$ cat src/sv/sdfm_pkg.sv
// Shared types, constants and helper functions of the second-derivative focus metric.
`timescale 1ns / 1ps
`default_nettype none

package sdfm_pkg;

  // Frame geometry limits.
  localparam int MAX_WIDTH  = 2048;
  localparam int MAX_HEIGHT = 2048;

  // Configuration register width and the widths that follow from the limits.
  localparam int CFG_W     = 12;
  localparam int CFG_IDX_W = 1;
  localparam int COL_W     = $clog2(MAX_WIDTH);
  localparam int ROW_W     = $clog2(MAX_HEIGHT);
  localparam int WID_W     = $clog2(MAX_WIDTH + 1);
  localparam int HGT_W     = $clog2(MAX_HEIGHT + 1);

  // Pixel format.
  localparam int PIX_W  = 8;
  localparam int NUM_CH = 3;
  localparam int PX_W   = PIX_W * NUM_CH;

  // Second difference arithmetic: 2*c - a - b spans -510..510.
  localparam int DIFF_W = PIX_W + 2;
  localparam int MAG_W  = PIX_W + 1;
  localparam int SQ_W   = 2 * MAG_W;
  localparam int NUM_SQ = 2 * NUM_CH;
  localparam int ADD_W  = SQ_W + 3;

  // Frame sum and fixed-point average.
  localparam int SUM_W  = 43;
  localparam int FRAC_W = 8;
  localparam int AVG_W  = 29;
  localparam int DVD_W  = SUM_W + FRAC_W;
  localparam int DVS_W  = WID_W + HGT_W;
  localparam int CNT_W  = $clog2(DVD_W + 1);

  // Queue between the front end and the back end.
  localparam int QUEUE_DEPTH = 4;
  localparam int QPTR_W      = $clog2(QUEUE_DEPTH);
  localparam int QCNT_W      = $clog2(QUEUE_DEPTH + 1);

  // Reset values of the configuration registers.
  localparam logic [CFG_W-1:0] WIDTH_RESET  = CFG_W'(640);
  localparam logic [CFG_W-1:0] HEIGHT_RESET = CFG_W'(480);

  // Configuration register indexes.
  typedef enum logic [CFG_IDX_W-1:0] {
    CFG_FRAME_WIDTH  = 1'b0,
    CFG_FRAME_HEIGHT = 1'b1
  } cfg_index_e;

  // Divider sequencer states.
  typedef enum logic [1:0] {
    DIV_IDLE,
    DIV_RUN,
    DIV_DONE
  } div_state_e;

  // One classified pixel as it travels from the front end to the back end.
  typedef struct packed {
    logic [PX_W-1:0]  px;
    logic [COL_W-1:0] col;
    logic             interior;
    logic             frame_end;
  } queue_entry_t;

  // Status of the divider toward the back end.
  typedef struct packed {
    logic             done;
    logic [AVG_W-1:0] quotient;
  } div_result_t;

  // Effective width: zero acts as one, large values stop at the limit.
  function automatic logic [WID_W-1:0] clamp_width(input logic [CFG_W-1:0] v);
    logic [WID_W-1:0] r;
    if (v == '0) begin
      r = WID_W'(1);
    end else if (32'(v) > MAX_WIDTH) begin
      r = WID_W'(MAX_WIDTH);
    end else begin
      r = WID_W'(v);
    end
    return r;
  endfunction

  // Effective height: zero acts as one, large values stop at the limit.
  function automatic logic [HGT_W-1:0] clamp_height(input logic [CFG_W-1:0] v);
    logic [HGT_W-1:0] r;
    if (v == '0) begin
      r = HGT_W'(1);
    end else if (32'(v) > MAX_HEIGHT) begin
      r = HGT_W'(MAX_HEIGHT);
    end else begin
      r = HGT_W'(v);
    end
    return r;
  endfunction

endpackage

`default_nettype wire

$ cat src/sv/sdfm_front.sv
// Front end: accepts pixels, tracks the raster position and classifies each item.
`timescale 1ns / 1ps
`default_nettype none

module sdfm_front (
  input  wire logic                         clk_i,
  input  wire logic                         rst_ni,
  input  wire logic                         in_valid_i,
  output logic                              in_ready_o,
  input  wire logic [sdfm_pkg::PIX_W-1:0]   pixel_ch0_i,
  input  wire logic [sdfm_pkg::PIX_W-1:0]   pixel_ch1_i,
  input  wire logic [sdfm_pkg::PIX_W-1:0]   pixel_ch2_i,
  input  wire logic [sdfm_pkg::WID_W-1:0]   width_i,
  input  wire logic [sdfm_pkg::HGT_W-1:0]   height_i,
  input  wire logic                         full_i,
  output logic                              push_o,
  output sdfm_pkg::queue_entry_t            entry_o
);

  logic [sdfm_pkg::COL_W-1:0] col_q, col_d;
  logic [sdfm_pkg::ROW_W-1:0] row_q, row_d;
  logic                       row_end;
  logic                       frame_end;

  // An item is taken whenever the queue has room.
  assign in_ready_o = !full_i;
  assign push_o     = in_valid_i && !full_i;

  // End of row and end of frame follow the current register values.
  assign row_end   = (sdfm_pkg::WID_W'(col_q) + sdfm_pkg::WID_W'(1)) >= width_i;
  assign frame_end = row_end &&
                     ((sdfm_pkg::HGT_W'(row_q) + sdfm_pkg::HGT_W'(1)) >= height_i);

  // Classified item toward the queue.
  always_comb begin
    entry_o.px        = {pixel_ch2_i, pixel_ch1_i, pixel_ch0_i};
    entry_o.col       = col_q;
    entry_o.interior  = (row_q >= sdfm_pkg::ROW_W'(2)) && (col_q >= sdfm_pkg::COL_W'(2));
    entry_o.frame_end = frame_end;
  end

  // Next raster position.
  always_comb begin
    col_d = col_q;
    row_d = row_q;
    if (push_o) begin
      if (row_end) begin
        col_d = '0;
        if (frame_end) begin
          row_d = '0;
        end else begin
          row_d = row_q + sdfm_pkg::ROW_W'(1);
        end
      end else begin
        col_d = col_q + sdfm_pkg::COL_W'(1);
      end
    end
  end

  // Position counters.
  always_ff @(posedge clk_i or negedge rst_ni) begin
    if (!rst_ni) begin
      col_q <= '0;
      row_q <= '0;
    end else begin
      col_q <= col_d;
      row_q <= row_d;
    end
  end

endmodule

`default_nettype wire

$ cat config.mk
export PLATFORM = sky130hd
export DESIGN_NAME = sdfm_front
export DESIGN_NICKNAME = d
export VERILOG_FILES = /design/src/sv/sdfm_pkg.sv /design/src/sv/sdfm_front.sv
export SDC_FILE = /design/constraint.sdc
export NUM_CORES = 1
export LEC_CHECK = 0
export BUFFER_PORTS_ARGS = -buffer_cell sky130_fd_sc_hd__buf_2
export CORE_ASPECT_RATIO = 2
export CORE_MARGIN = 8
export CORE_UTILIZATION = 49
export DETAILED_ROUTE_END_ITERATION = 10
export PLACE_DENSITY_LB_ADDON = 0.08
export SETUP_SLACK_MARGIN = 0.15
export SLEW_MARGIN = 20
export SYNTH_ARGS = -nofsm -noshare
export SYNTH_HDL_FRONTEND = slang
export SYNTH_SLANG_ARGS = --single-unit
$ cat constraint.sdc
create_clock -name clk_i -period 4.22 [get_ports clk_i]
set_input_delay 0.844 -clock clk_i [delete_from_list [all_inputs] [get_ports clk_i]]
set_output_delay 0.844 -clock clk_i [all_outputs]
set_load 0.01 [all_outputs]
# After elaboration in Yosys (flattened, before gate mapping)
# Cells that the tools add are included.
totals:
  inputBits: 52
  register_bits: 22
  out_inout_bits: 39
  word_cells: 17
classes:
  mux: 2
  order_cmp: 4
  reduce_logical: 5
  n_addsub: 4
ops:
  columns: ["cell", "count"]
  rows:
  - ["adder 11 x 1 -> 12 bit, second input constant", 2]
  - ["greater-or-equal comparator 12 bit", 2]
  - ["adder 11 x 1 -> 11 bit, second input constant", 2]
  - ["greater-or-equal comparator 11 x 2 -> 1 bit, second input constant", 2]
  - ["2-to-1 mux 11 bit", 2]
  - ["logical AND 1 bit", 3]
  - ["AND reduction 2 bit", 1]
  - ["logical NOT 1 bit", 1]

# Logic depth before layout (Yosys ltp)
logic_depth:
  ltp_word: 4
  mapped_depth: 13
  ltp_nobuf: 12

# Worst setup path after synthesis
# OpenSTA, ideal clock, no wires.
synth_timing:
  kind: "reg-to-output"
  from: "register col_q[0] in the netlist's numbering"
  to: "output entry_o[0] in the netlist's numbering"
  path_slack_ps: 672
  t_required_ps: 3376
  arrival_ps: 2704
  path_stages_with_launch: 13
  n_path_buf: 2
  path_cell_list: "dfrtp_1 ha_1 and3_1 and3_1 and3_1 xor2_1 ha_1 nand4_1 nor3_1 a211o_1 clkbuf_1 and2_1 buf_4"
synth_between:
  elab_chain_cells: 3
synth_lines:
  columns: ["item", "line", "rtl"]
  rows:
  - ["start: declaration", "sdfm_front.sv:20", "logic [sdfm_pkg::COL_W-1:0] col_q, col_d;"]
  - ["start signal: assignment", "sdfm_front.sv:66", "col_q <= col_d;"]
  - ["adder 11 x 1 -> 12 bit", "sdfm_front.sv:30", "assign row_end = (sdfm_pkg::WID_W'(col_q) + sdfm_pkg::WID_W'(1)) >= width_i;"]
  - ["greater-or-equal comparator 12 bit", "sdfm_front.sv:30", null]
  - ["logical AND 1 bit", "sdfm_front.sv:31", "assign frame_end = row_end &&"]
  - ["end: declaration", "sdfm_front.sv:17", "output sdfm_pkg::queue_entry_t entry_o"]
# Every way passes these cells.

==> results.json <==
{
  "max-clock-path-buffers": 2,
  "worstPathMaxFanout": 7,
  "yosysTopAreaCell": "dfrtp_1",
  "core-area_um2": 4340,
  "slew_headroom_pct": 64.9,
  "synth_fp_nets": 347,
  "drt_iter0_markers": 51,
  "multi_input_area_um2": 1320,
  "antenna_found_initial": 0,
  "die_h_um": 111,
  "rsz0062_at_grt": "no",
  "drv_slew": 0,
  "worstPathCellList": "ha_1 > and3_1 > and3_1 > and3_1 > xor2_1 > ha_1 > nand4_1 > nor3_1 > a211o_1 > and2_1 > buf_2",
  "layout-drive-gt1-share_pct": 20.9,
  "area_growth_syn_to_layout_pct": 5.85,
  "dp_slack_ns": 0.724,
  "wl_met3_um": 219,
  "cp_slowest_stage_delay_ns": 0.47,
  "drt-met1-wl_um": 1880,
  "final_cells": 336,
  "fmax_ghz": 0.263,
  "antennaDiodeCount": 0,
  "power_density_nw_per_um2": 276,
  "cts_resized": 0,
  "drv_cap": 0,
  "hp-class": "input port to async pin",
  "topRoutingLayerUsed": "met4",
  "clock-sinks": 22,
  "cp-end-kind": "output port",
  "cts_tree": "built",
  "grt_pass1_vias": 1957,
  "setup_violations": 0,
  "synthMostInstantiatedCell": "nand2_1",
  "clock-root-buffer": "clkbuf_8",
  "nets": 363,
  "vias_per_cell": 5.51,
  "regArea_um2": 551,
  "critPathLaunchType": "register",
  "fin_crit_sh_pct": 89.9,
  "outcome": "completed",
  "ys_seq_elements": 22,
  "numCtsBuffers": 3,
  "wl_um": 5130,
  "cp.arrival_ns": 2.95,
  "routabilityCongestion": 0.863,
  "die_x_um": 63.4,
  "cts_setup_buffers": 0,
  "finalHoldViolCount": 0,
  "dp.cells": 332,
  "synth.distinct_cells": 42,
  "start_util_pct": 50.8,
  "io_buffers": 42,
  "clkTransAtPathRegs_ns": 0.09,
  "cpMostUsedCell": "and3_1",
  "p_leak_nw": 1.29,
  "ir_drop_mv": 0.226,
  "synth.top_cell.area_share_pct": 25.0,
  "wl_met2_um": 2790,
  "cp_slowest_cell": "dfrtp_1",
  "synth_commonest_cells": "nand2_1, ha_1, inv_1",
  "ys_top_cells_by_area": "dfrtp_1, ha_1, buf_4, nand2_1, inv_1",
  "seq_area_frac_synth_pct": 25.0,
  "worstSkewPairLatency_ns": 0.26,
  "drc_errors": 0,
  "synth_flop_cell": "dfrtp_1",
  "first_pass_iters": 4,
  "period_needed_ns": 3.80,
  "synthCells": 267,
  "cp.required_ns": 3.38,
  "path_class": "register to output port",
  "grt_max_degree": 23,
  "place_hpwl_um": 4240,
  "final.fill_count": 440,
  "netlist_area_um2": 2200,
  "via_count": 1850,
  "skew_ns": 0.00897,
  "ios": 91,
  "htree_levels": 1,
  "overflow": 0,
  "ant_nets": 0,
  "setup_slack_ns": 0.425,
  "hold_buffers": 0,
  "synth-edff-count": 0,
  "grt_pass1_wl_um": 8700,
  "worst_pin_slew_ns": 0.527,
  "async_flop_share_pct": 100,
  "yosysWarnings": 0,
  "wire_per_inst_um": 15.3,
  "die_area_um2": 7030,
  "syn_avg_cell_area_um2": 8.25,
  "setup-tns-final_ns": 0,
  "rows": 34,
  "grt_use_total_pct": 14.9
}
## per-layer routing
layer | global-route usage [%] | vias to the layer above
li1 | - | 918
met1 | 13.5 | 871
met2 | 28.6 | 44
met3 | 2.33 | 17
met4 | 9.45 | 0
met5 | 0 | -
## critical path, delay by kind of cell, from the launching register on
kind            cells  cell delay [ns]
simple gates        6             1.18
fa+ha+maj           2             0.55
flops               1             0.47
compound gates      1             0.21
xor+xnor            1             0.16
buf+inv             1             0.12
## registers in the layout (all words and copies together), names as in the netlist
name,cells
col_q,11
row_q,11
## worst paths after layout
check	from	end	slack, ns	cells after the start
min in group clk_i	col_q[7]$_DFFE_PN0P_	col_q[7]$_DFFE_PN0P_	0.60	2
worst max-delay path	col_q[1]$_DFFE_PN0P_	entry_o[0]	0.42	11
worst max register to register	col_q[1]$_DFFE_PN0P_	row_q[6]$_DFFE_PN0P_	0.97	12
worst min-delay path	rst_ni	col_q[6]$_DFFE_PN0P_	0.55	1
worst min register to register	col_q[7]$_DFFE_PN0P_	col_q[7]$_DFFE_PN0P_	0.60	2
max in group asynchronous	rst_ni	row_q[8]$_DFFE_PN0P_	3.31	1
## cell type report
cell class / count / area share (%)
multi-input cells: 183 / 56.7
flip-flops and latches: 22 / 23.6
repair buffers: 45 / 9.98
inverters: 28 / 4.51
well taps: 54 / 2.90
clock buffers: 4 / 2.36
## power breakdown
part	switching, mW	leakage (nW)	internal [mW]
Sequential	0.0414	0.269	0.231
Clock	0.0698	0.0288	0.0832
Combinational	0.122	0.995	0.0967
Total	0.233	1.29	0.411
## cells by family (layout without fill, tap and decap cells)
logic type,after synthesis,count (layout),synth area share (%)
AND/OR/NAND/NOR,88,88,21.1
buffers and inverters,62,77,15.0
AO/OA/AOI/OAI,47,47,14.8
adder cells (fa/ha/maj),28,28,15.9
flip-flops,22,22,25.0
XOR/XNOR,18,18,7.15
multiplexers,2,2,1.02
## through the flow
step                cell area [µm²]  hold slack (ns)  utilization (%)  total power, mW
finish                         2330            0.550             53.7            0.644
global route                   2330            0.578             53.7            0.695
CTS                            2330            0.558             53.7            0.655
detailed placement             2280            0.587             52.5            0.498
global placement               2280            0.589             52.5            0.496
floorplan                      2200            0.548                -            0.429
## cells in the final DEF, fill, tap and decap left out, types with 2 or more instances in the layout
| master | count |
|---|---|
| nand4_1 | 4 |
| a21o_1 | 2 |
| a211oi_1 | 3 |
| a221o_1 | 4 |
| buf_2 | 42 |
| ha_1 | 28 |
| nor4_1 | 5 |
| nor2_1 | 17 |
| and3_1 | 7 |
| a21oi_1 | 7 |
| nand3_1 | 6 |
| o21bai_1 | 2 |
| nor3_1 | 4 |
| xnor2_1 | 11 |
| buf_4 | 3 |
| a31oi_1 | 2 |
| nand2_1 | 29 |
| o21ai_1 | 2 |
| nor2b_1 | 3 |
| mux2_2 | 2 |
| dfrtp_1 | 22 |
| xor2_1 | 7 |
| nand3_4 | 2 |
| clkbuf_8 | 4 |
| nand2b_1 | 2 |
| o21ai_0 | 12 |
| a22o_1 | 10 |
| inv_1 | 28 |
(Power assumes the default switching activity.)
