==> config.mk <==
export PLATFORM = sky130hd
export DESIGN_NAME = sdfm_queue
export DESIGN_NICKNAME = d
export VERILOG_FILES = /design/src/sv/sdfm_pkg.sv /design/src/sv/sdfm_queue.sv
export SDC_FILE = /design/constraint.sdc
export NUM_CORES = 1
export LEC_CHECK = 0
export ABC_AREA = 1
export BUFFER_PORTS_ARGS = -buffer_cell sky130_fd_sc_hd__buf_2
export CAP_MARGIN = 0
export CELL_PAD_IN_SITES_DETAIL_PLACEMENT = 1
export CELL_PAD_IN_SITES_GLOBAL_PLACEMENT = 2
export CORE_ASPECT_RATIO = 0.5
export CORE_MARGIN = 3
export CORE_UTILIZATION = 36
export CTS_CLUSTER_SIZE = 10
export DETAILED_ROUTE_END_ITERATION = 7
export GPL_TIMING_DRIVEN = 0
export PLACE_DENSITY_LB_ADDON = 0.08
export SETUP_SLACK_MARGIN = 0.2
export SLEW_MARGIN = 20
export SYNTH_ARGS = -nofsm -noshare
export SYNTH_HDL_FRONTEND = slang
export SYNTH_SLANG_ARGS = --single-unit
export TNS_END_PERCENT = 5
==> constraint.sdc <==
create_clock -name clk_i -period 1.9 [get_ports clk_i]
set_clock_uncertainty 0.05 [all_clocks]
set_input_delay 0.19 -clock clk_i [delete_from_list [all_inputs] [get_ports clk_i]]
set_output_delay 0.19 -clock clk_i [all_outputs]
set_load 0.005 [all_outputs]
==> src/sv/sdfm_pkg.sv <==
// Shared types, constants and helper functions of the second-derivative focus metric.
`timescale 1ns / 1ps
`default_nettype none

package sdfm_pkg;

  // Frame geometry limits.
  localparam int MAX_WIDTH  = 2048;
  localparam int MAX_HEIGHT = 2048;

  // Configuration register width and the widths that follow from the limits.
  localparam int CFG_W     = 12;
  localparam int CFG_IDX_W = 1;
  localparam int COL_W     = $clog2(MAX_WIDTH);
  localparam int ROW_W     = $clog2(MAX_HEIGHT);
  localparam int WID_W     = $clog2(MAX_WIDTH + 1);
  localparam int HGT_W     = $clog2(MAX_HEIGHT + 1);

  // Pixel format.
  localparam int PIX_W  = 8;
  localparam int NUM_CH = 3;
  localparam int PX_W   = PIX_W * NUM_CH;

  // Second difference arithmetic: 2*c - a - b spans -510..510.
  localparam int DIFF_W = PIX_W + 2;
  localparam int MAG_W  = PIX_W + 1;
  localparam int SQ_W   = 2 * MAG_W;
  localparam int NUM_SQ = 2 * NUM_CH;
  localparam int ADD_W  = SQ_W + 3;

  // Frame sum and fixed-point average.
  localparam int SUM_W  = 43;
  localparam int FRAC_W = 8;
  localparam int AVG_W  = 29;
  localparam int DVD_W  = SUM_W + FRAC_W;
  localparam int DVS_W  = WID_W + HGT_W;
  localparam int CNT_W  = $clog2(DVD_W + 1);

  // Queue between the front end and the back end.
  localparam int QUEUE_DEPTH = 4;
  localparam int QPTR_W      = $clog2(QUEUE_DEPTH);
  localparam int QCNT_W      = $clog2(QUEUE_DEPTH + 1);

  // Reset values of the configuration registers.
  localparam logic [CFG_W-1:0] WIDTH_RESET  = CFG_W'(640);
  localparam logic [CFG_W-1:0] HEIGHT_RESET = CFG_W'(480);

  // Configuration register indexes.
  typedef enum logic [CFG_IDX_W-1:0] {
    CFG_FRAME_WIDTH  = 1'b0,
    CFG_FRAME_HEIGHT = 1'b1
  } cfg_index_e;

  // Divider sequencer states.
  typedef enum logic [1:0] {
    DIV_IDLE,
    DIV_RUN,
    DIV_DONE
  } div_state_e;

  // One classified pixel as it travels from the front end to the back end.
  typedef struct packed {
    logic [PX_W-1:0]  px;
    logic [COL_W-1:0] col;
    logic             interior;
    logic             frame_end;
  } queue_entry_t;

  // Status of the divider toward the back end.
  typedef struct packed {
    logic             done;
    logic [AVG_W-1:0] quotient;
  } div_result_t;

  // Effective width: zero acts as one, large values stop at the limit.
  function automatic logic [WID_W-1:0] clamp_width(input logic [CFG_W-1:0] v);
    logic [WID_W-1:0] r;
    if (v == '0) begin
      r = WID_W'(1);
    end else if (32'(v) > MAX_WIDTH) begin
      r = WID_W'(MAX_WIDTH);
    end else begin
      r = WID_W'(v);
    end
    return r;
  endfunction

  // Effective height: zero acts as one, large values stop at the limit.
  function automatic logic [HGT_W-1:0] clamp_height(input logic [CFG_W-1:0] v);
    logic [HGT_W-1:0] r;
    if (v == '0) begin
      r = HGT_W'(1);
    end else if (32'(v) > MAX_HEIGHT) begin
      r = HGT_W'(MAX_HEIGHT);
    end else begin
      r = HGT_W'(v);
    end
    return r;
  endfunction

endpackage

`default_nettype wire

==> src/sv/sdfm_queue.sv <==
// Short first-in first-out queue of classified items between the front and back ends.
`timescale 1ns / 1ps
`default_nettype none

module sdfm_queue (
  input  wire logic                   clk_i,
  input  wire logic                   rst_ni,
  input  wire logic                   push_i,
  input  wire sdfm_pkg::queue_entry_t entry_i,
  output logic                        full_o,
  input  wire logic                   pop_i,
  output logic                        valid_o,
  output sdfm_pkg::queue_entry_t      head_o
);

  sdfm_pkg::queue_entry_t      slot_q [sdfm_pkg::QUEUE_DEPTH];
  logic [sdfm_pkg::QPTR_W-1:0] wr_ptr_q, rd_ptr_q;
  logic [sdfm_pkg::QCNT_W-1:0] count_q;

  assign full_o  = count_q == sdfm_pkg::QCNT_W'(sdfm_pkg::QUEUE_DEPTH);
  assign valid_o = count_q != '0;
  assign head_o  = slot_q[rd_ptr_q];

  // Storage slots.
  always_ff @(posedge clk_i) begin
    if (push_i) begin
      slot_q[wr_ptr_q] <= entry_i;
    end
  end

  // Pointers and fill level.
  always_ff @(posedge clk_i or negedge rst_ni) begin
    if (!rst_ni) begin
      wr_ptr_q <= '0;
      rd_ptr_q <= '0;
      count_q  <= '0;
    end else begin
      if (push_i) begin
        wr_ptr_q <= wr_ptr_q + sdfm_pkg::QPTR_W'(1);
      end
      if (pop_i) begin
        rd_ptr_q <= rd_ptr_q + sdfm_pkg::QPTR_W'(1);
      end
      if (push_i && !pop_i) begin
        count_q <= count_q + sdfm_pkg::QCNT_W'(1);
      end else if (pop_i && !push_i) begin
        count_q <= count_q - sdfm_pkg::QCNT_W'(1);
      end
    end
  end

endmodule

`default_nettype wire

Yosys cells after proc, flatten, opt, wreduce, memory -nomap -nowiden
Memory sizes are Yosys's and may differ from the RTL's.
Index checks and enable logic that the tools add are counted.
{"block": "word_totals", "word_cells": 19, "rom_bits": 0, "latch_bits": 0, "ff_bits": 7, "mem_count": 1, "output_inout_bits": 39, "mem_bits_rw": 148}
{"memory": "slot_q", "depth": 4, "width": 37, "read_ports": 1, "rd_ports_with_merged_regs": 0, "wr": 1, "line_no": "sdfm_queue.sv:16", "text": "sdfm_pkg::queue_entry_t slot_q [sdfm_pkg::QUEUE_DEPTH];"}
{"block": "op_classes", "n_mul": 0, "muxes": 4, "n_div": 0, "bitwise_logic": 0, "order_cmp": 0, "add_sub_neg": 4, "eq_ne": 1, "reduce_logical": 6, "n_shift": 0}
{"op": "$mux 3", "n": 2}
{"op": "$add 2x1->2 const B", "n": 2}
{"op": "$add 3x1->3 const B", "n": 1}
{"op": "$eq 3x3->1 const B", "n": 1}
{"op": "$reduce_bool 3->1", "n": 1}
{"op": "$sub 3x1->3 const B", "n": 1}
{"op": "$logic_and 1x1->1", "n": 2}
{"op": "$logic_not 1->1", "n": 2}
{"op": "$mux 1", "n": 2}
{"op": "$reduce_bool 2->1", "n": 1}

Logic depth before layout (Yosys ltp)
Gate-level depths: netlist of the first run.
{"block": "depth", "depth_word": 4, "depth_mapped": 9}

Worst setup path after synthesis of the first run
No wires, ideal clock.
{"block": "synth_path", "kind": "register to register", "start": "reg wr_ptr_q[0] (netlist bit)", "end": "mem slot_q[2][0] (netlist bit), enable pin", "required_ps": 1458, "path_slack_ps": 65, "path_buffers": 0, "setup_time_ps": 392, "path_stages_with_launch": 5, "arrival_ps": 1394, "path_cell_list": "dfrtp_1 -> inv_1 -> ha_1 -> nand2_1 -> inv_1"}
{"item": "start: declaration", "line_no": "sdfm_queue.sv:17", "text": "logic [sdfm_pkg::QPTR_W-1:0] wr_ptr_q, rd_ptr_q;"}
{"item": "start signal: assignment", "line_no": "sdfm_queue.sv:39", "text": "wr_ptr_q <= wr_ptr_q + sdfm_pkg::QPTR_W'(1);"}
{"item": "end: declaration", "line_no": "sdfm_queue.sv:16"}
Straight into the memory's write port.

==> flow_metrics.env, run 1 <==
export IMPL_leakage_nw=3.37
export IMPL_io_pins=80
export IMPL_netlist_top_cells_area="sky130_fd_sc_hd__edfxtp_1 (70%), sky130_fd_sc_hd__nand2_1 (7.4%), sky130_fd_sc_hd__o211ai_1 (7.3%)"
export IMPL_clk_insertion_delay_late_ns=0.41
export IMPL_yosysWarningCount=0
export IMPL_cts_root_buf="sky130_fd_sc_hd__clkbuf_16"
export IMPL_yosysTopAreaCell="sky130_fd_sc_hd__edfxtp_1"
export IMPL_crit_path_max_fanout=10
export IMPL_drc_marker_count_from_the_first_detailed_route_iteration=190
export IMPL_drt_vias_per_instance=4.60
export IMPL_startpoint_type="flip-flop"
export IMPL_fill_cells=1735
export IMPL_area_growth_pct=29.9
export IMPL_slew_limit_headroom=0.647
export IMPL_die_height_um=100
export IMPL_starting_density_of_the_core=0.378
export IMPL_dr_pass1_iters=4
export IMPL_postSynthAreaPerCell_um2=13.2
export IMPL_die_area_um2=19400
export IMPL_overflow=0
export IMPL_worst_slew_pin_transition_ns=0.529
export IMPL_finalSetupViolations=0
export IMPL_holdCritPathClass="input pin to asynchronous set/reset pin"
export IMPL_maxClockFrequency_ghz=0.529
export IMPL_irDropWorstVdd_mv=0.681
export IMPL_antenna_found_initial=0
export IMPL_core_um2=16800
export IMPL_finalSetupTns_ns=0
export IMPL_detail_route_drc_violations=0
export IMPL_grt_util_all_layers=0.159
export IMPL_clock_period_minus_final_worst_setup_slack_ns=1.89
export IMPL_nets=672
export IMPL_mappedNetlistArea_um2=6370
export IMPL_gpl_final_weighted_congestion=0.672
export IMPL_n_antenna_cell=0
export IMPL_ys_types=19
export IMPL_synth_cells=481
export IMPL_dr_vias=3978
export IMPL_maxCapViolCount=0
export IMPL_ctsLongestPathBuffers=2
export IMPL_grt_pass1_wl_um=23200
export IMPL_portBuffers=79
export IMPL_pin_count_of_the_biggest_net_entering_global_routing=26
export IMPL_postSynthNetCount=528
export IMPL_cts_made_buffers=17
export IMPL_layout_worst_path_cycle_share=0.995
export IMPL_synth_top_cell_area_share=0.697
export IMPL_status="complete, no violations"
export IMPL_power_per_cell_area_nw_per_um2=1520
export IMPL_cts_sinks=155
export IMPL_htree_levels=4
export IMPL_first_global_vias=4230
export IMPL_ant_nets=0
export IMPL_final_hold_violation_count=0
export IMPL_unrepaired_setup_endpoints_after_global_routing="true"
export IMPL_path_class="flip-flop to output port"
export IMPL_layout_drive_gt1_share=0.252
export IMPL_tritoncts="yes"
export IMPL_rows=33
export IMPL_crit_path_end_kind="output port"
export IMPL_floorplan_die_width_um=194
export IMPL_critical_path_required_ns=1.66
export IMPL_ys_seq_area_frac=0.725
export IMPL_ff2ff_path_depth=4
export IMPL_cp_arrival_ns=1.65
export IMPL_wl_per_cell_um=17.4
export IMPL_timing_max_transition_violations_final=0
export IMPL_finalCoreUtilization=0.491
export IMPL_clkTransAtPathRegs_ns=0.06
export IMPL_wirelength_um=15100
export IMPL_synth_seq_cells=155
export IMPL_dp_hpwl_um=9530
-- synth_stat cells --
cell type                  number
sky130_fd_sc_hd__nor3_1         1
sky130_fd_sc_hd__nand3_1        1
sky130_fd_sc_hd__nor2_1         1
sky130_fd_sc_hd__nand2_1      125
sky130_fd_sc_hd__buf_2         12
sky130_fd_sc_hd__buf_6         11
sky130_fd_sc_hd__buf_4          2
sky130_fd_sc_hd__o21ai_1        1
sky130_fd_sc_hd__edfxtp_1     148
sky130_fd_sc_hd__o211ai_2      12
sky130_fd_sc_hd__o211ai_1      62
sky130_fd_sc_hd__dfrtp_1        7
sky130_fd_sc_hd__inv_1         86
sky130_fd_sc_hd__clkbuf_1       1
sky130_fd_sc_hd__xnor2_1        1
sky130_fd_sc_hd__nand4_1        1
sky130_fd_sc_hd__fa_1           1
sky130_fd_sc_hd__ha_1           5
sky130_fd_sc_hd__xor2_1         3
-- layer usage --
layer / wire length (µm) / track usage
met5: 0 / 0
met4: 100 / 0.0413
met3: 517 / 0.0369
met2: 7070 / 0.260
met1: 7400 / 0.218
-- worst max-delay path, stage by stage (launching register included) --
cell                       delay [ns]
sky130_fd_sc_hd__dfrtp_1         0.37
sky130_fd_sc_hd__buf_6           0.14
sky130_fd_sc_hd__buf_12          0.15
sky130_fd_sc_hd__buf_6           0.15
sky130_fd_sc_hd__o211ai_1        0.18
sky130_fd_sc_hd__nand2_1         0.11
sky130_fd_sc_hd__buf_2           0.14
-- cells by family after synthesis --
| group | Yosys count | share of synthesized area |
|---|---|---|
| flops | 155 | 0.725 |
| simple gates | 129 | 0.0768 |
| buf+inv | 112 | 0.0825 |
| compound gates | 75 | 0.0974 |
| fa+ha+maj | 6 | 0.0130 |
| xor+xnor | 4 | 0.00550 |
-- flip-flops by register name, indices dropped and copies added, names as in the netlist --
name and flops:
wr_ptr_q 2, slot_q 148, rd_ptr_q 2, count_q 3
-- where the power goes --
group          switching, mW  internal [mW]
clock network           1.34           1.81
registers              0.201           4.48
logic                   2.74           2.00
total                   4.28           8.29
-- repair_timing --
item | CTS | global route
setup buffers | 1 | 0
hold buffers | 39 | 0
cloned | 1 | 2
endpoints found under the setup margin | 105 | 108
hold endpoints to repair | 156 | 0
pin swaps | 7 | 33
gates resized for setup | 15 | 23
-- final cells by class --
type                    instances  area [µm²]  share of cell area
inverters                      86         358              0.0432
repair inverters                1        7.51            0.000907
plain buffers                  26         282              0.0340
flip-flops and latches        155        4620               0.558
clock buffers                  19         433              0.0523
well taps                     227         284              0.0343
multi-input cells             214        1250               0.151
repair buffers                124         923               0.112
clock inverters                13         123              0.0148
-- placed cells by master, fill, tap and decap left out, types with 3 or more instances in the layout --
cell type and instances:
sky130_fd_sc_hd__xor2_1 3, sky130_fd_sc_hd__dfrtp_1 7, sky130_fd_sc_hd__buf_2 84, sky130_fd_sc_hd__inv_1 80, sky130_fd_sc_hd__o211ai_2 12, sky130_fd_sc_hd__clkbuf_1 3
sky130_fd_sc_hd__clkinv_4 6, sky130_fd_sc_hd__ha_1 4, sky130_fd_sc_hd__clkbuf_16 19, sky130_fd_sc_hd__dlygate4sd3_1 39, sky130_fd_sc_hd__buf_12 7, sky130_fd_sc_hd__o211ai_1 62
sky130_fd_sc_hd__buf_4 3, sky130_fd_sc_hd__buf_8 3, sky130_fd_sc_hd__nand2_1 123, sky130_fd_sc_hd__clkinvlp_4 5, sky130_fd_sc_hd__edfxtp_1 148, sky130_fd_sc_hd__buf_6 8
-- metrics by stage --
stage	std cells	cell area [µm²]	setup WS (ns)	hold slack, ns	power (mW)
2_1_floorplan	481	6380	0.0645	-0.156	7.23
3_3_place_gp	787	7060	-0.734	-0.000984	8.97
3_5_place_dp	790	7120	-0.324	0.00182	9.10
4_1_cts	863	8130	-0.0318	0.0860	12.5
5_1_grt	865	8280	-0.0725	0.106	13.4
6_report	865	8280	0.00910	0.0975	12.6
-- path summary, 6_finish.rpt --
path | start | end | slack (ns)
max | rd_ptr_q[0]$_DFFE_PN0P_ | head_o[16] | 0.009
max reg2reg | wr_ptr_q[0]$_DFFE_PN0P_ | slot_q[2][30]$_DFFE_PP_ | 0.21
max in group asynchronous | rst_ni | rd_ptr_q[0]$_DFFE_PN0P_ | 1.53
min in group clk_i | push_i | count_q[0]$_DFFE_PN0P_ | 0.10
min reg2reg | count_q[2]$_DFFE_PN0P_ | count_q[2]$_DFFE_PN0P_ | 0.43
min | rst_ni | wr_ptr_q[1]$_DFFE_PN0P_ | 0.1
Power figures use the tool's default switching activity.
==> run 2: changes to the inputs <==
==> constraint.sdc (replaced) <==
create_clock -name clk_i -period 1.9 [get_ports clk_i]
set_clock_uncertainty 0.05 [all_clocks]
set_input_delay 0.19 -clock clk_i [delete_from_list [all_inputs] [get_ports clk_i]]
set_output_delay 0.19 -clock clk_i [all_outputs]
set_load 0.01 [all_outputs]
==> flow_metrics.env, run 2 (same netlist as run 1, synthesis figures left out) <==
export IMPL_status="finished with violations"
export IMPL_violations="setup timing"
export IMPL_clock_period_minus_final_worst_setup_slack_ns=1.90
export IMPL_final_hold_violation_count=0
export IMPL_path_class="flip-flop to output port"
export IMPL_finalCoreUtilization=0.492
export IMPL_fill_cells=1735
export IMPL_layout_drive_gt1_share=0.254
export IMPL_hold_worst_slack_ns=0.0974
export IMPL_ctsLongestPathBuffers=2
export IMPL_floorplan_die_width_um=194
export IMPL_portBuffers=79
export IMPL_worst_slew_pin_transition_ns=0.529
export IMPL_wirelength_um=15100
export IMPL_drc_marker_count_from_the_first_detailed_route_iteration=191
export IMPL_most_common_layout_cells="sky130_fd_sc_hd__edfxtp_1 (148), sky130_fd_sc_hd__nand2_1 (122), sky130_fd_sc_hd__buf_2 (83)"
export IMPL_largest_reg_flops=148
export IMPL_crit_path_end_kind="output port"
export IMPL_finalSetupViolations=1
export IMPL_die_area_um2=19400
export IMPL_maxCapViolCount=0
export IMPL_io_pins=80
export IMPL_core_um2=16800
export IMPL_n_antenna_cell=0
export IMPL_unrepaired_setup_endpoints_after_global_routing="true"
export IMPL_detail_route_drc_violations=0
export IMPL_dr_pass1_iters=4
export IMPL_antenna_found_initial=0
export IMPL_dr_vias=3968
export IMPL_clk_insertion_delay_late_ns=0.41
export IMPL_layout_worst_path_cycle_share=1.00
export IMPL_area_growth_pct=30.1
export IMPL_top_register="slot_q"
export IMPL_grt_pass1_wl_um=23200
export IMPL_ant_nets=0
export IMPL_layout_top_registers="slot_q: 148 flops, count_q: 3 flops"
export IMPL_crit_path_max_fanout=10
export IMPL_cts_made_buffers=17
export IMPL_pin_count_of_the_biggest_net_entering_global_routing=26
export IMPL_slew_limit_headroom=0.646
export IMPL_die_height_um=100
export IMPL_critical_path_required_ns=1.66
export IMPL_wl_per_cell_um=17.4
export IMPL_dp_hpwl_um=9530
export IMPL_nets=672
export IMPL_holdCritPathClass="input pin to asynchronous set/reset pin"
export IMPL_maxClockFrequency_ghz=0.525
export IMPL_tritoncts="yes"
export IMPL_finalWorstSetupSlack_ns=-0.00441
export IMPL_irDropWorstVdd_mv=0.682
export IMPL_cts_root_buf="sky130_fd_sc_hd__clkbuf_16"
export IMPL_cp_arrival_ns=1.66
export IMPL_clkTransAtPathRegs_ns=0.06
export IMPL_overflow=0
export IMPL_grt_util_all_layers=0.159
export IMPL_cts_sinks=155
export IMPL_power_per_cell_area_nw_per_um2=1550
export IMPL_power_mw=12.8
export IMPL_rows=33
export IMPL_htree_levels=4
export IMPL_gpl_final_weighted_congestion=0.672
export IMPL_starting_density_of_the_core=0.378
export IMPL_startpoint_type="flip-flop"
export IMPL_leakage_nw=3.38
export IMPL_first_global_vias=4232
export IMPL_timing_max_transition_violations_final=0
export IMPL_final_common_cell="sky130_fd_sc_hd__edfxtp_1"
export IMPL_drt_vias_per_instance=4.59
## run 2: worst paths after layout
kind,from,to,slack [ns],cells past startpoint
max,rd_ptr_q[0]$_DFFE_PN0P_,head_o[16],-0.004,6
min,rst_ni,wr_ptr_q[1]$_DFFE_PN0P_,0.1,2
max reg2reg,wr_ptr_q[0]$_DFFE_PN0P_,slot_q[2][30]$_DFFE_PP_,0.21,4
min reg2reg,count_q[2]$_DFFE_PN0P_,count_q[2]$_DFFE_PN0P_,0.43,2
max in group asynchronous,rst_ni,rd_ptr_q[0]$_DFFE_PN0P_,1.52,2
min in group clk_i,push_i,count_q[0]$_DFFE_PN0P_,0.10,3
## run 2: timing repair
action | in CTS | in global routing
hold buffers | 39 | 0
setup buffers | 1 | 0
endpoints found under the setup margin | 105 | 108
hold endpoints to repair | 156 | 0
gates cloned | 1 | 2
pin swaps | 5 | 37
resized for setup | 15 | 26
## run 2: where the power goes
part / internal (mW) / switching, mW / total, mW
combinational: 2.04 / 2.98 / 5.02
sequential: 4.48 / 0.202 / 4.68
clock: 1.81 / 1.34 / 3.14
total: 8.33 / 4.52 / 12.8
## run 2: area by class of cell
cell class	instances	area (µm²)	area share
sequential	155	4620	0.557
buffer	26	285	0.0344
timing repair buffer	124	930	0.112
clock buffer	19	433	0.0522
clock inverter	13	123	0.0148
tap	227	284	0.0343
inverter	86	358	0.0432
timing repair inverter	1	7.51	0.000905
multi-input combinational	214	1250	0.151
## run 2: critical path: stages (launching register included)
cell	delay, ns
sky130_fd_sc_hd__dfrtp_1	0.37
sky130_fd_sc_hd__buf_6	0.14
sky130_fd_sc_hd__buf_12	0.15
sky130_fd_sc_hd__buf_6	0.15
sky130_fd_sc_hd__o211ai_1	0.18
sky130_fd_sc_hd__nand2_1	0.11
sky130_fd_sc_hd__buf_2	0.16
## run 2: metrics by stage
stage | area, µm² | setup slack, ns | std cells | TNS [ns]
finish | 8290 | -0.00441 | 865 | -0.00441
global route | 8290 | -0.0845 | 865 | -1.14
CTS | 8130 | -0.0495 | 863 | -0.426
detailed placement | 7120 | -0.324 | 790 | -11.80
global placement | 7060 | -0.734 | 787 | -85.93
floorplan | 6380 | 0.0645 | 481 | 0
## run 2: routing by layer
layer	vias up	GRT usage	share of wire	wire length (µm)
met2	60	0.260	0.47	7080
met3	10	0.0369	0.037	550
li1	1945	-	-	-
met1	1953	0.218	0.49	7340
met4	0	0.0413	0.0066	100
met5	-	0	0	0
==> run 3: changes to the inputs <==
--- a/config.mk
+++ b/config.mk
@@ -12,13 +12,14 @@
 export CELL_PAD_IN_SITES_GLOBAL_PLACEMENT = 2
 export CORE_ASPECT_RATIO = 0.5
 export CORE_MARGIN = 3
-export CORE_UTILIZATION = 36
+export CORE_UTILIZATION = 40
 export CTS_CLUSTER_SIZE = 10
 export DETAILED_ROUTE_END_ITERATION = 7
 export GPL_TIMING_DRIVEN = 0
 export PLACE_DENSITY_LB_ADDON = 0.08
+export REMOVE_ABC_BUFFERS = 1
 export SETUP_SLACK_MARGIN = 0.2
-export SLEW_MARGIN = 20
+export SLEW_MARGIN = 10
 export SYNTH_ARGS = -nofsm -noshare
 export SYNTH_HDL_FRONTEND = slang
 export SYNTH_SLANG_ARGS = --single-unit
==> constraint.sdc (replaced) <==
create_clock -name clk_i -period 2.05 [get_ports clk_i]
set_clock_uncertainty 0.05 [all_clocks]
set_input_delay 0.205 -clock clk_i [delete_from_list [all_inputs] [get_ports clk_i]]
set_output_delay 0.205 -clock clk_i [all_outputs]
set_load 0.01 [all_outputs]
==> flow_metrics.env, run 3 (same netlist as run 1, synthesis figures left out) <==
export IMPL_detailed_place_area_um2=6980
export IMPL_gpl_final_weighted_congestion=0.698
export IMPL_crit_path_end_kind="output port"
export IMPL_portBuffers=79
export IMPL_tritoncts="yes"
export IMPL_detail_route_drc_violations=0
export IMPL_critical_path_slowest_cell="sky130_fd_sc_hd__dfrtp_4"
export IMPL_critical_path_most_common_cell="sky130_fd_sc_hd__buf_12"
export IMPL_drc_marker_count_from_the_first_detailed_route_iteration=208
export IMPL_clk_insertion_delay_late_ns=0.41
export IMPL_largest_reg_flops=148
export IMPL_seqCellArea_um2=4630
export IMPL_ant_nets=0
export IMPL_power_combinational_fraction=0.403
export IMPL_clock_period_minus_final_worst_setup_slack_ns=1.99
export IMPL_power_share_clock=0.250
export IMPL_top_register="slot_q"
export IMPL_cts_root_buf="sky130_fd_sc_hd__clkbuf_16"
export IMPL_status="complete, no violations"
export IMPL_finalInstanceArea_um2=8440
export IMPL_dr_pass1_iters=4
export IMPL_power_internal_mw=8.31
export IMPL_ctsLongestPathBuffers=2
export IMPL_cp_arrival_ns=1.74
export IMPL_drt_vias_per_instance=4.89
export IMPL_most_common_layout_cells="sky130_fd_sc_hd__edfxtp_1 (148), sky130_fd_sc_hd__nand2_1 (119), sky130_fd_sc_hd__inv_1 (81)"
export IMPL_wl_met2_um=7240
export IMPL_worst_path_largest_cell_delay_ns=0.54
export IMPL_rows=31
export IMPL_timing_max_transition_violations_final=0
export IMPL_dr_vias=4047
export IMPL_first_global_vias=4267
export IMPL_layout_worst_path_cycle_share=0.972
export IMPL_cts_made_buffers=17
export IMPL_path_class="flip-flop to output port"
export IMPL_wl_met1_um=7100
export IMPL_dr_max_layer_used="met4"
export IMPL_layout_top_registers="slot_q: 148 flops, count_q: 3 flops"
export IMPL_worstPathCellList="buf_12 -> buf_12 -> o211ai_1 -> nand2_1 -> buf_6"
export IMPL_area_growth_pct=32.4
export IMPL_layout_drive_gt1_share=0.251
export IMPL_irDropWorstVdd_mv=0.656
export IMPL_dp_hpwl_um=7880
export IMPL_amount_of_wire_on_met3_after_detailed_routing_um=649
export IMPL_finalSetupViolations=0
export IMPL_multiInputGateArea_um2=1270
export IMPL_fill_cells=1515
export IMPL_core_um2=15000
export IMPL_io_pins=80
export IMPL_floorplan_die_width_um=185
export IMPL_maxClockFrequency_ghz=0.502
export IMPL_startpoint_type="flip-flop"
export IMPL_switching_power_mw=4.34
export IMPL_seqPwrFrac=0.347
export IMPL_clkTransAtPathRegs_ns=0.07
export IMPL_grt_util_all_layers=0.178
export IMPL_wirelength_um=15100
export IMPL_die_area_um2=17600
export IMPL_grt_pass1_wl_um=23000
export IMPL_unrepaired_setup_endpoints_after_global_routing="true"
export IMPL_nets=664
export IMPL_antenna_found_initial=0
export IMPL_final_hold_violation_count=0
export IMPL_finalSetupTns_ns=0
export IMPL_p_sw_frac=0.343
export IMPL_maxCapViolCount=0
export IMPL_htree_levels=4
export IMPL_die_height_um=95.3
export IMPL_crit_path_max_fanout=7
export IMPL_leakage_nw=3.46
export IMPL_starting_density_of_the_core=0.425
export IMPL_holdCritPathClass="input pin to flip-flop"
export IMPL_slew_limit_headroom=0.680
export IMPL_critical_path_required_ns=1.79
export IMPL_cts_sinks=155
export IMPL_n_antenna_cell=0
export IMPL_overflow=0
export IMPL_power_per_cell_area_nw_per_um2=1500
export IMPL_wl_per_cell_um=18.2
export IMPL_timing_critical_path_buf_inv=3
export IMPL_worst_slew_pin_transition_ns=0.480
export IMPL_final_common_cell="sky130_fd_sc_hd__edfxtp_1"
export IMPL_cp_top_family="flip-flops"
export IMPL_pin_count_of_the_biggest_net_entering_global_routing=41
[run 3: cell types whose count changed in the layout (fill, tap and decap cells not counted), moves of 3 or more]
cell / delta
sky130_fd_sc_hd__buf_2: -8
sky130_fd_sc_hd__buf_16: +8
sky130_fd_sc_hd__clkinv_4: -5
sky130_fd_sc_hd__nand2_1: -3
sky130_fd_sc_hd__buf_8: -4
sky130_fd_sc_hd__buf_6: -3
sky130_fd_sc_hd__inv_6: +3
[run 3: worst reg2reg max path, cell delays in order (launching register included)]
cell,delay [ns]
sky130_fd_sc_hd__dfrtp_1,0.40
sky130_fd_sc_hd__inv_1,0.11
sky130_fd_sc_hd__ha_1,0.15
sky130_fd_sc_hd__nand2_1,0.06
sky130_fd_sc_hd__inv_2,0.30
sky130_fd_sc_hd__buf_12,0.26
[run 3: through the flow]
step | setup WS, ns | utilization | cells | hold WS (ns) | power, mW
after floorplan | -1.35 | - | 455 | -0.141 | 6.45
after global placement | -2.72 | 0.454 | 732 | 0.00285 | 7.41
after detailed placement | -0.0363 | 0.465 | 739 | 0.00951 | 8.25
after CTS | 0.0598 | 0.552 | 824 | 0.0275 | 12.5
after global routing | -0.0392 | 0.562 | 827 | 0.0313 | 13.4
final | 0.0584 | 0.562 | 827 | 0.0315 | 12.7
[run 3: area by class of cell]
type,instances,area share
Inverter,86,0.0405
Clock inverter,13,0.0199
Tap cell,198,0.0294
Sequential cell,155,0.548
Timing Repair Buffer,143,0.161
Clock buffer,18,0.0509
Multi-Input combinational cell,214,0.150
[run 3: power groups by stage]
stage	Sequential, mW	Combinational, mW	Clock (mW)
finish	4.39	5.09	3.16
global route	4.45	5.60	3.37
CTS	4.39	4.83	3.24
detailed placement	4.69	3.56	0
global placement	4.80	2.62	0
floorplan	4.68	1.76	0
[run 3: what timing repair did]
item                                    in CTS  in global routing
gates cloned                                 5                  3
pin swaps                                   14                 68
setup buffers                               10                  0
endpoints found under the setup margin      37                 56
gates resized for setup                     15                 17
endpoints found under the hold margin      156                  0
hold buffers                                39                  0
[run 3: final timing paths]
kind	cells after the start	to	slack, ns	start
max	5	head_o[28]	0.06	rd_ptr_q[0]$_DFFE_PN0P_
min	2	wr_ptr_q[0]$_DFFE_PN0P_	0.03	push_i
max reg2reg	5	slot_q[1][15]$_DFFE_PP_	0.37	wr_ptr_q[1]$_DFFE_PN0P_
min reg2reg	2	count_q[2]$_DFFE_PN0P_	0.43	count_q[2]$_DFFE_PN0P_
max in group asynchronous	2	rd_ptr_q[1]$_DFFE_PN0P_	1.65	rst_ni
min in group asynchronous	2	count_q[2]$_DFFE_PN0P_	0.11	rst_ni
[run 3: per-layer routing]
| layer | GRT usage | up-vias |
|---|---|---|
| li1 | - | 1942 |
| met1 | 0.230 | 2006 |
| met2 | 0.306 | 93 |
| met3 | 0.0446 | 6 |
| met4 | 0.0446 | 0 |
| met5 | 0 | - |
